<file path="src/hw/rtl/rfdw_pkg.sv">
// rfdw_pkg: shared types and constants for the radio receive fifo drain watchdog
// no dependencies; imported by every module of the block

package rfdw_pkg;

  // field widths
  localparam int unsigned CountW  = 7;
  localparam int unsigned ByteW   = 8;
  localparam int unsigned SlotOutW = 2;
  localparam int unsigned CfgIdxW = 8;

  // ring depth default
  localparam int unsigned RING_SLOTS_DEF = 4;

  // fifo status count mask
  localparam logic [ByteW-1:0] COUNT_MASK = 8'h7F;

  // configuration register indexes
  localparam logic [CfgIdxW-1:0] CFG_MAX_LENGTH  = 8'd0;
  localparam logic [CfgIdxW-1:0] CFG_STALL_LIMIT = 8'd1;

  // configuration reset values
  localparam logic [ByteW-1:0] MAX_LENGTH_RST  = 8'd250;
  localparam logic [ByteW-1:0] STALL_LIMIT_RST = 8'd5;

  // saturation value of the watchdog counter
  localparam logic [ByteW-1:0] STALL_SAT = 8'd255;

  // opcodes
  localparam logic OP_POLL      = 1'b0;
  localparam logic OP_HOST_BUS  = 1'b1;

  // configuration values
  typedef struct packed {
    logic [ByteW-1:0] max_length;
    logic [ByteW-1:0] stall_limit;
  } cfg_t;

  // reception state, ring slot kept apart since its width follows a parameter
  typedef struct packed {
    logic              active_receive;
    logic [ByteW-1:0]  expected_length;
    logic [ByteW-1:0]  bytes_received;
    logic [CountW-1:0] previous_count;
    logic [ByteW-1:0]  stall_ticks;
  } rx_state_t;

  // one input item
  typedef struct packed {
    logic             opcode;
    logic [ByteW-1:0] fifo_status;
    logic [ByteW-1:0] length_byte;
  } item_in_t;

  // one result item
  typedef struct packed {
    logic [CountW-1:0]   read_count;
    logic [ByteW-1:0]    read_offset;
    logic                packet_started;
    logic                packet_done;
    logic [SlotOutW-1:0] done_slot;
    logic [ByteW-1:0]    done_length;
    logic                flush_and_restart;
    logic                restart_receive;
    logic                receiving;
  } item_out_t;

endpackage

</file>
<file path="src/hw/rtl/rfdw_cfg.sv">
// rfdw_cfg: configuration register file (max_length, stall_limit)
// depends on rfdw_pkg

module rfdw_cfg
  import rfdw_pkg::*;
(
  input  logic               clk,
  input  logic               rst,
  input  logic               cfg_valid,
  output logic               cfg_ready,
  input  logic [CfgIdxW-1:0] cfg_index,
  input  logic [ByteW-1:0]   cfg_data,
  output cfg_t               cfg
);

  // writes are always taken
  assign cfg_ready = 1'b1;

  // register writes, unknown indexes are ignored
  always_ff @(posedge clk) begin
    if (rst) begin
      cfg.max_length  <= MAX_LENGTH_RST;
      cfg.stall_limit <= STALL_LIMIT_RST;
    end else if (cfg_valid && cfg_ready) begin
      if (cfg_index == CFG_MAX_LENGTH) begin
        cfg.max_length <= cfg_data;
      end
      if (cfg_index == CFG_STALL_LIMIT) begin
        cfg.stall_limit <= cfg_data;
      end
    end
  end

endmodule

</file>
<file path="src/hw/rtl/rfdw_step.sv">
// rfdw_step: combinational next state and result for one poll tick or host event
// depends on rfdw_pkg

module rfdw_step
  import rfdw_pkg::*;
#(
  parameter int unsigned RING_SLOTS = RING_SLOTS_DEF,
  localparam int unsigned SlotW = (RING_SLOTS > 1) ? $clog2(RING_SLOTS) : 1
) (
  input  cfg_t             cfg,
  input  rx_state_t        st,
  input  logic [SlotW-1:0] slot,
  input  item_in_t         item,
  output rx_state_t        st_next,
  output logic [SlotW-1:0] slot_next,
  output item_out_t        res
);

  localparam logic [SlotW-1:0] SlotLast = SlotW'(RING_SLOTS - 1);

  logic [CountW-1:0] count;
  logic [ByteW:0]    reach;
  logic [ByteW-1:0]  remain;
  logic [CountW-1:0] take;
  logic [ByteW-1:0]  got;
  logic [ByteW-1:0]  stall_inc;
  logic              len_bad;

  always_comb begin
    count     = item.fifo_status[CountW-1:0];
    reach     = {1'b0, st.bytes_received} + {2'b0, count};
    remain    = st.expected_length - st.bytes_received;
    len_bad   = (item.length_byte == '0) || (item.length_byte > cfg.max_length);
    take      = '0;
    got       = st.bytes_received;
    stall_inc = st.stall_ticks;

    st_next   = st;
    slot_next = slot;
    res       = '0;

    if (item.opcode == OP_HOST_BUS) begin
      // host owns the bus, drop any partial packet
      st_next.active_receive = 1'b0;
    end else if (!st.active_receive) begin
      // listening: judge the length byte
      if (count != '0) begin
        if (len_bad) begin
          res.flush_and_restart = 1'b1;
        end else begin
          st_next.expected_length = item.length_byte;
          st_next.bytes_received  = '0;
          st_next.previous_count  = '0;
          st_next.stall_ticks     = '0;
          st_next.active_receive  = 1'b1;
          res.packet_started      = 1'b1;
        end
      end
    end else begin
      // receiving: size the burst read
      if (count != '0) begin
        if (reach >= {1'b0, st.expected_length}) begin
          if (st.expected_length > st.bytes_received) begin
            take = remain[CountW-1:0];
          end
        end else if (count > CountW'(1)) begin
          take = count - CountW'(1);
        end
        if (take != '0) begin
          res.read_count         = take;
          res.read_offset        = st.bytes_received;
          got                    = st.bytes_received + {1'b0, take};
          st_next.bytes_received = got;
          st_next.stall_ticks    = '0;
          stall_inc              = '0;
        end
      end
      // completion, watchdog, or count moved
      if (got >= st.expected_length) begin
        res.packet_done        = 1'b1;
        res.restart_receive    = 1'b1;
        slot_next              = (slot == SlotLast) ? '0 : slot + SlotW'(1);
        st_next.active_receive = 1'b0;
      end else if (count == st.previous_count) begin
        if (stall_inc != STALL_SAT) begin
          stall_inc = stall_inc + ByteW'(1);
        end
        st_next.stall_ticks = stall_inc;
        if (stall_inc > cfg.stall_limit) begin
          res.flush_and_restart  = 1'b1;
          st_next.active_receive = 1'b0;
        end
      end else begin
        st_next.previous_count = count;
        st_next.stall_ticks    = '0;
      end
    end

    // slot shown is the completed one, else the one now filling
    res.done_slot   = res.packet_done ? SlotOutW'(slot) : SlotOutW'(slot_next);
    res.done_length = st_next.expected_length;
    res.receiving   = st_next.active_receive;
  end

endmodule

</file>
<file path="src/hw/rtl/radio_rx_fifo_drain_watchdog_top.sv">
// radio_rx_fifo_drain_watchdog_top: input register, step logic, state and result register
// depends on rfdw_pkg, rfdw_cfg, rfdw_step

// Receive FIFO drain engine with stall watchdog. Every item is a poll tick
// (fifo status and first fifo byte) or a host-takes-bus event, and gives exactly
// one result item. An accepted item sits in an input register; in the cycle it
// moves on, the step logic updates the reception state and writes the result
// register. One item per cycle is sustained while out_stall stays low; each item
// passes through the input register and then the result register to its result.
// A stalled result register holds the item in the input register, and in_stall
// rises only when both are full and out_stall is high. Configuration writes are
// taken in any cycle (cfg_ready is tied high) and must only be made while idle.

module radio_rx_fifo_drain_watchdog_top
  import rfdw_pkg::*;
#(
  parameter int unsigned RING_SLOTS = RING_SLOTS_DEF
) (
  input  logic                clk,
  input  logic                rst,
  // input items
  input  logic                in_valid,
  output logic                in_stall,
  input  logic                opcode,
  input  logic [ByteW-1:0]    fifo_status,
  input  logic [ByteW-1:0]    length_byte,
  // result items
  output logic                out_valid,
  input  logic                out_stall,
  output logic [CountW-1:0]   read_count,
  output logic [ByteW-1:0]    read_offset,
  output logic                packet_started,
  output logic                packet_done,
  output logic [SlotOutW-1:0] done_slot,
  output logic [ByteW-1:0]    done_length,
  output logic                flush_and_restart,
  output logic                restart_receive,
  output logic                receiving,
  // configuration writes
  input  logic                cfg_valid,
  output logic                cfg_ready,
  input  logic [CfgIdxW-1:0]  cfg_index,
  input  logic [ByteW-1:0]    cfg_data
);

  localparam int unsigned SlotW = (RING_SLOTS > 1) ? $clog2(RING_SLOTS) : 1;

  cfg_t             cfg;
  item_in_t         in_q;
  logic             in_q_valid;
  rx_state_t        st;
  rx_state_t        st_next;
  logic [SlotW-1:0] slot;
  logic [SlotW-1:0] slot_next;
  item_out_t        res;
  item_out_t        out_q;
  logic             advance;

  rfdw_cfg u_cfg (
    .clk       (clk),
    .rst       (rst),
    .cfg_valid (cfg_valid),
    .cfg_ready (cfg_ready),
    .cfg_index (cfg_index),
    .cfg_data  (cfg_data),
    .cfg       (cfg)
  );

  rfdw_step #(
    .RING_SLOTS (RING_SLOTS)
  ) u_step (
    .cfg       (cfg),
    .st        (st),
    .slot      (slot),
    .item      (in_q),
    .st_next   (st_next),
    .slot_next (slot_next),
    .res       (res)
  );

  // handshake: the item moves when the result register is free or draining
  assign advance  = in_q_valid && (!out_valid || !out_stall);
  assign in_stall = in_q_valid && !advance;

  // input register
  always_ff @(posedge clk) begin
    if (rst) begin
      in_q_valid <= 1'b0;
    end else if (in_valid && !in_stall) begin
      in_q_valid <= 1'b1;
    end else if (advance) begin
      in_q_valid <= 1'b0;
    end
  end

  always_ff @(posedge clk) begin
    if (in_valid && !in_stall) begin
      in_q.opcode      <= opcode;
      in_q.fifo_status <= fifo_status;
      in_q.length_byte <= length_byte;
    end
  end

  // reception state
  always_ff @(posedge clk) begin
    if (rst) begin
      st   <= '0;
      slot <= '0;
    end else if (advance) begin
      st   <= st_next;
      slot <= slot_next;
    end
  end

  // result register
  always_ff @(posedge clk) begin
    if (rst) begin
      out_valid <= 1'b0;
    end else if (advance) begin
      out_valid <= 1'b1;
    end else if (!out_stall) begin
      out_valid <= 1'b0;
    end
  end

  always_ff @(posedge clk) begin
    if (advance) begin
      out_q <= res;
    end
  end

  assign read_count        = out_q.read_count;
  assign read_offset       = out_q.read_offset;
  assign packet_started    = out_q.packet_started;
  assign packet_done       = out_q.packet_done;
  assign done_slot         = out_q.done_slot;
  assign done_length       = out_q.done_length;
  assign flush_and_restart = out_q.flush_and_restart;
  assign restart_receive   = out_q.restart_receive;
  assign receiving         = out_q.receiving;

  // an item that moves on always shows up as a result next cycle
  a_advance_result: assert property (@(posedge clk) disable iff (rst)
    advance |=> out_valid)
    else $error("item moved but no result");

  // a completed packet restarts receive and leaves the block listening
  a_done_idle: assert property (@(posedge clk) disable iff (rst)
    (out_valid && packet_done) |-> (restart_receive && !receiving && !packet_started))
    else $error("completion result inconsistent");

  // a flush never leaves a reception open
  a_flush_idle: assert property (@(posedge clk) disable iff (rst)
    (out_valid && flush_and_restart) |-> (!receiving && !packet_done))
    else $error("flush with reception open");

  // offset stays zero when nothing is read
  a_read_offset: assert property (@(posedge clk) disable iff (rst)
    (out_valid && (read_count == '0)) |-> (read_offset == '0))
    else $error("offset given without a read");

endmodule
</file>
<file path="config.mk">
export PLATFORM = sky130hd
export DESIGN_NAME = radio_rx_fifo_drain_watchdog_top
export DESIGN_NICKNAME = d
export VERILOG_FILES = /design/src/hw/rtl/rfdw_pkg.sv /design/src/hw/rtl/rfdw_cfg.sv /design/src/hw/rtl/rfdw_step.sv /design/src/hw/rtl/radio_rx_fifo_drain_watchdog_top.sv
export SDC_FILE = /design/constraint.sdc
export NUM_CORES = 1
export LEC_CHECK = 0
export BUFFER_PORTS_ARGS = -buffer_cell sky130_fd_sc_hd__buf_2
export CORE_MARGIN = 2
export CORE_UTILIZATION = 61
export CTS_BUF_LIST = sky130_fd_sc_hd__clkbuf_4
export DETAILED_ROUTE_END_ITERATION = 7
export GPL_TIMING_DRIVEN = 1
export HOLD_SLACK_MARGIN = 0.08
export PLACE_DENSITY = 0.83
export SLEW_MARGIN = 20
export SYNTH_ARGS = -nofsm -noshare
export SYNTH_HDL_FRONTEND = slang
export SYNTH_SLANG_ARGS = --single-unit
</file>
<file path="constraint.sdc">
create_clock -name clk -period 7.3 [get_ports clk]
set_input_delay 0.73 -clock clk [delete_from_list [all_inputs] [get_ports clk]]
set_output_delay 0.73 -clock clk [all_outputs]
set_load 0.01 [all_outputs]
</file>
Word level (Yosys, flattened, before mapping)
Cells that the tools add are included.
{ "word_totals": {"reg_bits": 98} }
{ "op_classes": {"n_bitwise": 4, "n_eq_ne": 8, "order_cmp": 6, "add_sub_neg": 6, "n_reduce_logical": 21, "mux": 51} }
{ "ops": {"columns": ["op", "n"], "rows": [
  ["$mux W8", 15],
  ["$mux W32", 2],
  ["$mux W7", 7],
  ["$mux W31", 1],
  ["$gt A8 B8 Y1", 3],
  ["$mux W23", 1],
  ["$mux W1", 19],
  ["$logic_not A8 Y1", 2],
  ["$mux W15", 1],
  ["$reduce_bool A7 Y1", 2],
  ["$mux W2", 5],
  ["$add A8 B7 Y9", 1],
  ["$ge A9 B8 Y1", 1],
  ["$add A8 B1 Y8 const B", 1],
  ["$add A8 B7 Y8", 1],
  ["$eq A8 B1 Y1 const B", 1],
  ["$ge A8 B8 Y1", 1],
  ["$ne A8 B8 Y1 const B", 1],
  ["$eq A7 B7 Y1", 1],
  ["$gt A7 B1 Y1 const B", 1],
  ["$sub A7 B1 Y7 const B", 1],
  ["$sub A7 B7 Y7", 1],
  ["$ne A2 B2 Y1 const B", 3],
  ["$reduce_and A6 Y1", 1],
  ["12 further kinds", 23]
]} }

Longest topological paths before layout
Gate-level depths: netlist (run 1).
{ "logic_depth": {"depth_word": 23, "mapped_depth": 35, "ltp_nobuf": 34} }

Modules after synthesis
From an unflattened synthesis (run 1), not the netlist that was laid out.
{ "hier_totals": {"hier_cells": 742, "area_unflattened_um2": 6979.2} }
{ "modules_own_cells": {"columns": ["mod", "seq_area_each_um2", "area_each_um2", "cells_per_inst", "n_inst"], "rows": [
  ["rfdw_step", 0.0, 3204.3, 464, 1],
  ["radio_rx_fifo_drain_watchdog_top", 2132.0, 3036.7, 204, 1],
  ["rfdw_cfg", 320.3, 738.2, 74, 1]
]} }

Least setup slack after synthesis (run 1)
No wires, ideal clock.
{ "synth_timing": {"path_kind": "reg-to-reg", "start": "register in_q[9] in the netlist's numbering", "end": "register, netlist name st[4]", "stages_incl_launch_ff": 33, "arrival_time_ns": 6.239, "setup_time_ns": 0.070, "required_time_ns": 7.230, "synth_period_minus_slack_ns": 6.309, "path_buffers": 1, "path_slack_ns": 0.991, "path_cell_list": "edfxtp_1 -> ha_1 -> a21o_1 -> a21oi_1 -> o21bai_1 -> a21oi_1 -> o21bai_1 -> a21oi_1 -> xnor2_1 -> ha_1 -> nand3_1 -> o31ai_1 -> nor3_1 -> o41ai_1 -> o22a_1 -> inv_1 -> ha_1 -> a21o_1 -> a21oi_1 -> o21bai_1 -> a21oi_1 -> nor2b_1 -> o21a_1 -> o21a_1 -> xnor2_1 -> ha_1 -> a21o_1 -> a31oi_2 -> inv_1 -> nor3_1 -> buf_2 -> nand3_1 -> a21oi_1"} }
{ "synth_via": {"elab_chain_len": 20, "word_cells_on_any_way": 34, "cone_classes": "add/sub: 4; order compare: 3; eq/ne: 2; mux: 21; reduce/logical: 4"} }
{ "synth_rtl": {"columns": ["item", "line_no", "text"], "rows": [
  ["start, declared", "radio_rx_fifo_drain_watchdog_top.sv:49", "item_in_t in_q;"],
  ["$add A8 B7 Y9, or another cell as far along", "rfdw_step.sv:31", "reach = {1'b0, st.bytes_received} + {2'b0, count};"],
  ["$ge A9 B8 Y1 / $mux W7 (equally long branches)", "rfdw_step.sv:62, rfdw_step.sv:66", null],
  ["$mux W7", "rfdw_step.sv:62", "if (reach >= {1'b0, st.expected_length}) begin"],
  ["$mux W7", "rfdw_step.sv:61", "if (count != '0) begin"],
  ["$mux W7", "rfdw_step.sv:45", "end else if (!st.active_receive) begin"],
  ["$mux W7", "rfdw_step.sv:42", "if (item.opcode == OP_HOST_BUS) begin"],
  ["$reduce_bool A7 Y1", "rfdw_step.sv:69", "if (take != '0) begin"],
  ["$mux W8", "rfdw_step.sv:69", null],
  ["[4 not listed]", null, null],
  ["$mux W8", "rfdw_step.sv:85", "if (stall_inc != STALL_SAT) begin"],
  ["$mux W8", "rfdw_step.sv:84", "end else if (count == st.previous_count) begin"],
  ["$mux W8", "rfdw_step.sv:79", "if (got >= st.expected_length) begin"],
  ["$mux W8", "rfdw_step.sv:45", null],
  ["$mux W8", "rfdw_step.sv:42", null],
  ["$mux W8", "rfdw_step.sv:84", null],
  ["$mux W15", "rfdw_step.sv:79", null],
  ["$mux W23", "rfdw_step.sv:45", null]
]} }
Several ways; a longest one is shown, not always the timed one. The select of a mux whose other input is x is not followed.
A chain may end at the register's enable or synchronous reset.

Worst setup path in the final report (run 1)
{ "layout_timing": {"start": "register, netlist name st[16]", "end": "register, netlist name st[4]"} }
{ "layout_via": {"elab_chain_len": 20, "word_cells_on_any_way": 30, "cone_classes": "add/sub: 4; order compare: 3; eq/ne: 1; mux: 21; reduce/logical: 1"} }
{ "layout_rtl": {"columns": ["item", "line_no"], "rows": [
  ["$add A8 B7 Y9, or another cell as far along", "rfdw_step.sv:31"],
  ["$ge A9 B8 Y1 / $mux W7 (equally long branches)", "rfdw_step.sv:62, rfdw_step.sv:63"],
  ["$mux W7", "rfdw_step.sv:62"],
  ["$mux W7", "rfdw_step.sv:61"],
  ["$mux W7", "rfdw_step.sv:45"],
  ["$mux W7", "rfdw_step.sv:42"],
  ["$reduce_bool A7 Y1", "rfdw_step.sv:69"],
  ["$mux W8", "rfdw_step.sv:69"],
  ["[4 not listed]", null],
  ["$mux W8", "rfdw_step.sv:85"],
  ["$mux W8", "rfdw_step.sv:84"],
  ["$mux W8", "rfdw_step.sv:79"],
  ["$mux W8", "rfdw_step.sv:45"],
  ["$mux W8", "rfdw_step.sv:42"],
  ["$mux W8", "rfdw_step.sv:84"],
  ["$mux W15 (*)", "rfdw_step.sv:79"],
  ["$mux W23 (*)", "rfdw_step.sv:45"]
]} }
Every way passes the cells marked *; elsewhere a longest branch is shown, timed or not. The select of a mux whose other input is x is not followed.

==> impl_metrics.csv, run 1 <==
group,metric,value,unit
min_path,hp-class,"input port to register",
floorplanning,design.core.area,0.009328,mm2
clocking,cts_tree,"yes",
final_layout,antenna-diode-count,0,
status,result_of_the_run,"completed",
final_layout,fillers,713,
drt,post-route-drc-count,0,
global_route,antenna_found_initial,0,
job,maxCapViolCount,0,
floorplanning,fp.dieH,102.4,um
final_layout,layout_commonest_cell,"nor2_1",
final_layout,multiInputGateArea,0.003192,mm2
global_route,grt_pass1_vias,4625,
yosys,count_of_flip_flops_with_a_built_in_enable_after_synthesis,46,
worst_setup_path,critPathSlowestCell,"fa_1",
final_layout,final_nets,787,
sta,min_period_over_period,0.9279,
yosys,main_flop_type_after_synthesis,"dfxtp_1",
place,gpl_wtd_cong,0.8888,
yosys,synth_async_sr_flop_share,0,
drt,postRouteWirelength,13070,um
pwr,worst_ir_drop_vdd,0.1185,mV
yosys,ys_seq_elements,98,
sta,setup_total_negative_slack,0,ps
worst_setup_path,worst-endpoint-arrival,7150,ps
global_route,grt_start_max_net_pins,52,
pwr,power_density_over_cell_area,183.0,mW/mm2
clocking,cts.root.buffer_cell,"clkbuf_4",
clocking,cts.sink_count,98,
sta,finalHoldViolCount,0,
clocking,tritoncts.num_buffers,9,
floorplanning,die_area,0.01048,mm2
drt,drt_first_iter_violations,345,
yosys,synthesis.yosys.warnings,0,
sta,tightest_slew,897.3,ps
place,count_of_input_and_output_buffers,68,
drt,num_vias,4845,
final_layout,layout-drive-gt1-share,0.1631,
global_route,globalRouteOverflowTotal,0,
pwr,design_power_total,1203,uW
yosys,synthesized_nets,717,
worst_setup_path,start_kind,"register",
drt,detailed_route_vias_per_instance,5.894,
yosys,synthDistinctLibCells,68,
clocking,clk_pin_slew_worst_paths,160,ps
clocking,cts_hold_buf,0,
floorplanning,die-width,102.4,um
clocking,insertion_delay,450,ps
final_layout,final_cell_mix,"nor2_1, buf_2, inv_1, ha_1, dfxtp_1",
clocking,clock_path_buffers,2,
global_route,grt_pass1_wl,21280,um
final_layout,regArea,0.002424,mm2
sta,finalWorstPathRequiredPeriod,6774,ps
drt,final_antenna_net_count,0,
sta,max_freq,0.1476,GHz
sta,clock-skew-final,17.43,ps
sta,timing.final.setup_violations,0,
sta,slew-limit-headroom,0.3996,
floorplanning,starting_density,0.6330,
global_route,global_route.usage.total,0.2593,
sta,timing_max_transition_violations_final,0,
drt,drt_pre_antenna_iters,5,
worst_setup_path,critical_path.max_fanout,13,
floorplanning,num_rows,35,
worst_setup_path,type_of_the_worst_setup_path,"register to register",
pwr,static-leakage-power,0.002883,uW
yosys,gate_count_of_the_mapped_netlist,618,
clocking,cts.htree.levels,3,
worst_setup_path,critical_path.endpoint_type,"register",
yosys,syn_avg_cell_area,9.554,um2
floorplanning,io-pin-count,71,
worst_setup_path,cp_data_required_time,7680,ps
yosys,ys_seq_area_frac,0.4103,
drt,post_drt_wl_per_cell,15.90,um
yosys,area_of_the_mapped_netlist,0.005904,mm2
final_layout,area_growth_syn_to_layout,11.32,%
place,dpl.hpwl,10090,um
worst_setup_path,cpPeakStageDelay,480,ps
## through the flow
step                      hold slack [ps]  cell area [um2]    util  instances  setup WS (ps)
after global placement              450.7             6357  0.6816        801          429.9
after global routing                414.9             6573  0.7046        822         -17.10
after detailed placement            469.3             6357  0.6816        801          198.3
after floorplan                     444.4             5904       -        618          991.5
after CTS                           437.0             6505  0.6974        817          107.6
final                               452.6             6573  0.7046        822          526.2
## path summary, 6_finish.rpt
check	start	to	slack, ps	depth (start not counted)
max	st[16]	st[4]	530	31
min	length_byte[4]	in_q[4]	450	1
max reg2reg	st[16]	st[4]	530	31
min reg2reg	slot[1]	done_slot[1]	500	0
## sequential cells by signal, indices dropped and copies added, names as in the netlist
| name | cells |
|---|---|
| read_offset | 8 |
| st | 32 |
| in_q_valid | 1 |
| receiving | 1 |
| restart_receive | 1 |
| packet_done | 1 |
| done_length | 8 |
| done_slot | 2 |
| u_cfg.cfg | 16 |
| flush_and_restart | 1 |
| packet_started | 1 |
| out_valid | 1 |
| read_count | 7 |
| in_q | 16 |
| slot | 2 |
## layout make-up
type / instances / area share
Sequential cell: 98 / 0.3687
Clock buffer: 10 / 0.01142
Clock inverter: 6 / 0.01104
Timing Repair Buffer: 79 / 0.06434
Multi-Input combinational cell: 440 / 0.4856
Tap cell: 129 / 0.02456
Inverter: 60 / 0.03427
## critical path, delay by kind of cell (launching register included)
kind,cells,cell delay (ps)
compound gates,14,3240
fa+ha+maj,4,1370
simple gates,7,750
buf+inv,4,620
flops,1,460
xor+xnor,2,260
## kinds of logic (layout without fill, tap and decap cells)
family | Yosys count | count (layout) | share of synthesized area
and+or+nand+nor | 185 | 185 | 0.1511
muxes | 23 | 23 | 0.03899
AOI/OAI and AO/OA | 144 | 144 | 0.1714
xor gates and xnor gates | 26 | 26 | 0.03857
buffers and inverters | 80 | 155 | 0.05594
DFF | 98 | 98 | 0.4103
adders and majority gates | 61 | 61 | 0.1331
other | 1 | 1 | 0.0006351
## routing by layer
layer	track usage	up-vias	wire length (um)
li1	-	2362	-
met1	0.3481	2272	5819
met4	0.09128	0	266
met3	0.03010	33	662
met2	0.4362	178	6319
met5	0	-	0
## repair_timing
item	in CTS	in global routing
hold endpoints to repair	0	0
setup endpoints to repair	0	19
setup buffers	0	5
resized for setup	0	6
## Yosys cell counts, types with 5 or more instances
| cell type | count | area (um2) |
|---|---|---|
| o21ai_1 | 10 | 50.05 |
| a22oi_1 | 7 | 52.55 |
| nor2_1 | 73 | 274.0 |
| mux2i_1 | 23 | 230.2 |
| o21ai_0 | 14 | 70.07 |
| o31ai_1 | 5 | 37.54 |
| a211oi_1 | 9 | 67.56 |
| a31oi_1 | 6 | 37.54 |
| xnor2_1 | 21 | 183.9 |
| a21oi_1 | 28 | 140.1 |
| dfxtp_1 | 52 | 1041 |
| nand2_1 | 31 | 116.4 |
| nor2b_1 | 7 | 43.79 |
| xor2_1 | 5 | 43.79 |
| clkbuf_1 | 12 | 45.04 |
| and3_1 | 15 | 93.84 |
| a22o_1 | 7 | 61.31 |
| a21o_1 | 12 | 90.09 |
| inv_1 | 58 | 217.7 |
| edfxtp_1 | 46 | 1381 |
| nand3_1 | 13 | 65.06 |
| nand2b_1 | 9 | 56.30 |
| o21a_1 | 6 | 45.04 |
| o211ai_1 | 11 | 82.58 |
| nor3_1 | 7 | 35.03 |
| nand4_1 | 8 | 50.05 |
| ha_1 | 58 | 725.7 |
| o22ai_1 | 5 | 31.28 |
## report_power, final
part	switching (uW)	internal (uW)	leakage [uW]	total, uW
Sequential	16.5	596	0.000864	612
Combinational	174	111	0.00194	285
Clock	193	114	0.0000785	306
Total	383	820	0.00288	1200
No activity file was read; power rests on OpenSTA's default activity.
==> run 2: changes to the inputs <==
--- a/config.mk
+++ b/config.mk
@@ -8,7 +8,7 @@
 export BUFFER_PORTS_ARGS = -buffer_cell sky130_fd_sc_hd__buf_2
 export CORE_MARGIN = 2
 export CORE_UTILIZATION = 61
-export CTS_BUF_LIST = sky130_fd_sc_hd__clkbuf_4
+export CTS_BUF_LIST = sky130_fd_sc_hd__clkbuf_2
 export DETAILED_ROUTE_END_ITERATION = 7
 export GPL_TIMING_DRIVEN = 1
 export HOLD_SLACK_MARGIN = 0.08
==> run 2 against run 1 <==
  * Flip-flop and latch count unchanged
  * Sequential share of layout area rose by 0.12 points
  * Maximum frequency fell by 0.72%
  * Cell count did not move
  * Clock-buffer cell count did not move
  * Hold slack got worse by 150 ps
  * Global-route usage grew 0.22 points
  * Die area did not move
  * First-iteration DRC count fell by 6.7%
  * Largest power group unchanged
==> impl_metrics.csv, run 2 (synthesis gave the netlist of run 1 again) <==
group,metric,value,unit
status,result_of_the_run,"completed",
sta,timing_max_transition_violations_final,0,
sta,setup_total_negative_slack,0,ps
clocking,insertion_delay,580,ps
place,gpl_wtd_cong,0.8888,
global_route,global_route.usage.total,0.2615,
global_route,grt_pass1_wl,21300,um
floorplanning,die_area,0.01048,mm2
sta,finalHoldViolCount,0,
global_route,antenna_found_initial,0,
final_layout,fillers,718,
sta,clock-skew-final,35.34,ps
clocking,cts_tree,"yes",
final_layout,biggestRegsByFlops,"st (32), in_q (16), u_cfg.cfg (16)",
sta,min_period_over_period,0.9347,
drt,final_antenna_net_count,0,
drt,detailed_route_vias_per_instance,5.921,
clocking,tritoncts.num_buffers,9,
pwr,internal_power,793.3,uW
final_layout,max_flop_register,"st",
final_layout,multiInputGateArea,0.003196,mm2
pwr,p_sw,383.6,uW
clocking,cts.htree.levels,3,
final_layout,largest_register_ffs,32,
sta,tightest_slew,893.1,ps
drt,post_drt_wl_per_cell,15.86,um
place,count_of_input_and_output_buffers,68,
global_route,globalRouteOverflowTotal,0,
worst_setup_path,worstPathBufferInverterCount,4,
place,dpl.hpwl,10090,um
worst_setup_path,cp_data_required_time,7830,ps
final_layout,final_nets,787,
drt,drt_first_iter_violations,322,
sta,finalWorstPathRequiredPeriod,6823,ps
drt,num_vias,4867,
clocking,cts.sink_count,98,
pwr,design_power_total,1177,uW
final_layout,layout-drive-gt1-share,0.1645,
pwr,combPwrFrac,0.241,
drt,drt_pre_antenna_iters,5,
worst_setup_path,start_kind,"register",
worst_setup_path,regToRegSetupSlack,480,ps
worst_setup_path,critical_path.endpoint_type,"register",
sta,grt_setup_unrepaired,"false",
worst_setup_path,worst-endpoint-arrival,7350,ps
final_layout,postLayoutCellArea,0.006551,mm2
final_layout,regArea,0.002424,mm2
floorplanning,starting_density,0.6330,
pwr,pwr-share-clk,0.238,
drt,postRouteWirelength,13040,um
final_layout,antenna-diode-count,0,
final_layout,final_cell_count_without_fillers,822,
sta,max_freq,0.1466,GHz
place,detailedPlace.worstSlack,198.3,ps
pwr,worst_ir_drop_vdd,0.1272,mV
clocking,clk_pin_slew_worst_paths,280,ps
job,maxCapViolCount,0,
clocking,clock_path_buffers,2,
drt,post-route-drc-count,0,
floorplanning,die-width,102.4,um
global_route,grt_start_max_net_pins,52,
floorplanning,io-pin-count,71,
pwr,share_of_total_power_in_sequential_cells,0.521,
sta,slew-limit-headroom,0.4024,
sta,timing.final.setup_violations,0,
place,dpl_cell_area,0.006357,mm2
sta,finalWorstSetupSlack,476.9,ps
pwr,sw_frac_of_total,0.3259,
final_layout,area_growth_syn_to_layout,10.96,%
pwr,power_density_over_cell_area,179.6,mW/mm2
pwr,static-leakage-power,0.002879,uW
clocking,cts_hold_buf,0,
floorplanning,fp.dieH,102.4,um
clocking,cts.root.buffer_cell,"clkbuf_2",
floorplanning,num_rows,35,
worst_setup_path,critPathSlowestCell,"dfxtp_1",
place,dpl.cell_count,801,
worst_setup_path,cp_top_family,"compound AO/OA/AOI/OAI gates",
worst_setup_path,type_of_the_worst_setup_path,"register to register",
final_layout,layout_commonest_cell,"nor2_1",
worst_setup_path,critical_path.max_fanout,13,
final_layout,final_cell_mix,"nor2_1, buf_2, inv_1, ha_1, dfxtp_1",
floorplanning,design.core.area,0.009328,mm2
min_path,hp-class,"input port to register",
worst_setup_path,cpPeakStageDelay,490,ps
global_route,grt_pass1_vias,4626,
-- run 2: cell counts in the layout (fill, tap and decap cells not counted) --
Identical to the previous run, type by type.
-- run 2: stage by stage --
step,hold slack (ps),util
after floorplan,444.4,-
after global placement,450.7,0.6816
after detailed placement,469.3,0.6816
after CTS,286.3,0.6947
after global routing,229.1,0.7023
final,302.3,0.7023
-- run 2: worst paths after layout --
kind                                      from  cells after the start           end
worst max-delay path                    st[16]                     31         st[4]
worst min-delay path            length_byte[4]                      1       in_q[4]
worst max register to register          st[16]                     31         st[4]
worst min register to register         slot[1]                      0  done_slot[1]
-- run 2: worst reg2reg max path, delay by kind of cell (launching register included) --
kind | cells | cell delay [ps]
AO/OA/AOI/OAI | 14 | 3250
adder cells (fa/ha/maj) | 4 | 1370
AND/OR/NAND/NOR | 7 | 760
buffers and inverters | 4 | 610
flip-flops | 1 | 490
XOR/XNOR | 2 | 260
-- run 2: power groups by stage --
stage / clock network, uW / registers (uW) / logic [uW]
finish: 280 / 613 / 284
global route: 304 / 616 / 313
floorplan: 0 / 622 / 204
detailed placement: 0 / 625 / 265
global placement: 0 / 624 / 253
CTS: 281 / 614 / 267
-- run 2: area by class of cell --
| type | instances | share of cell area |
|---|---|---|
| inverter | 60 | 0.03438 |
| clock buffer | 10 | 0.007639 |
| sequential | 98 | 0.3699 |
| clock inverter | 6 | 0.01108 |
| multi-input combinational | 440 | 0.4878 |
| tap | 129 | 0.02464 |
| timing repair buffer | 79 | 0.06455 |
-- run 2: timing repair --
action,4_1_cts,5_1_grt
setup endpoints to repair,0,20
gates resized for setup,0,7
buffers inserted,0,5
-- run 2: per-layer routing --
layer  vias up  part of all wire  GRT usage
li1       2362                 -          -
met1      2294              0.44     0.3482
met2       180              0.48     0.4372
met3        31             0.060    0.04104
met4         0             0.021    0.08821
met5         -                 0          0
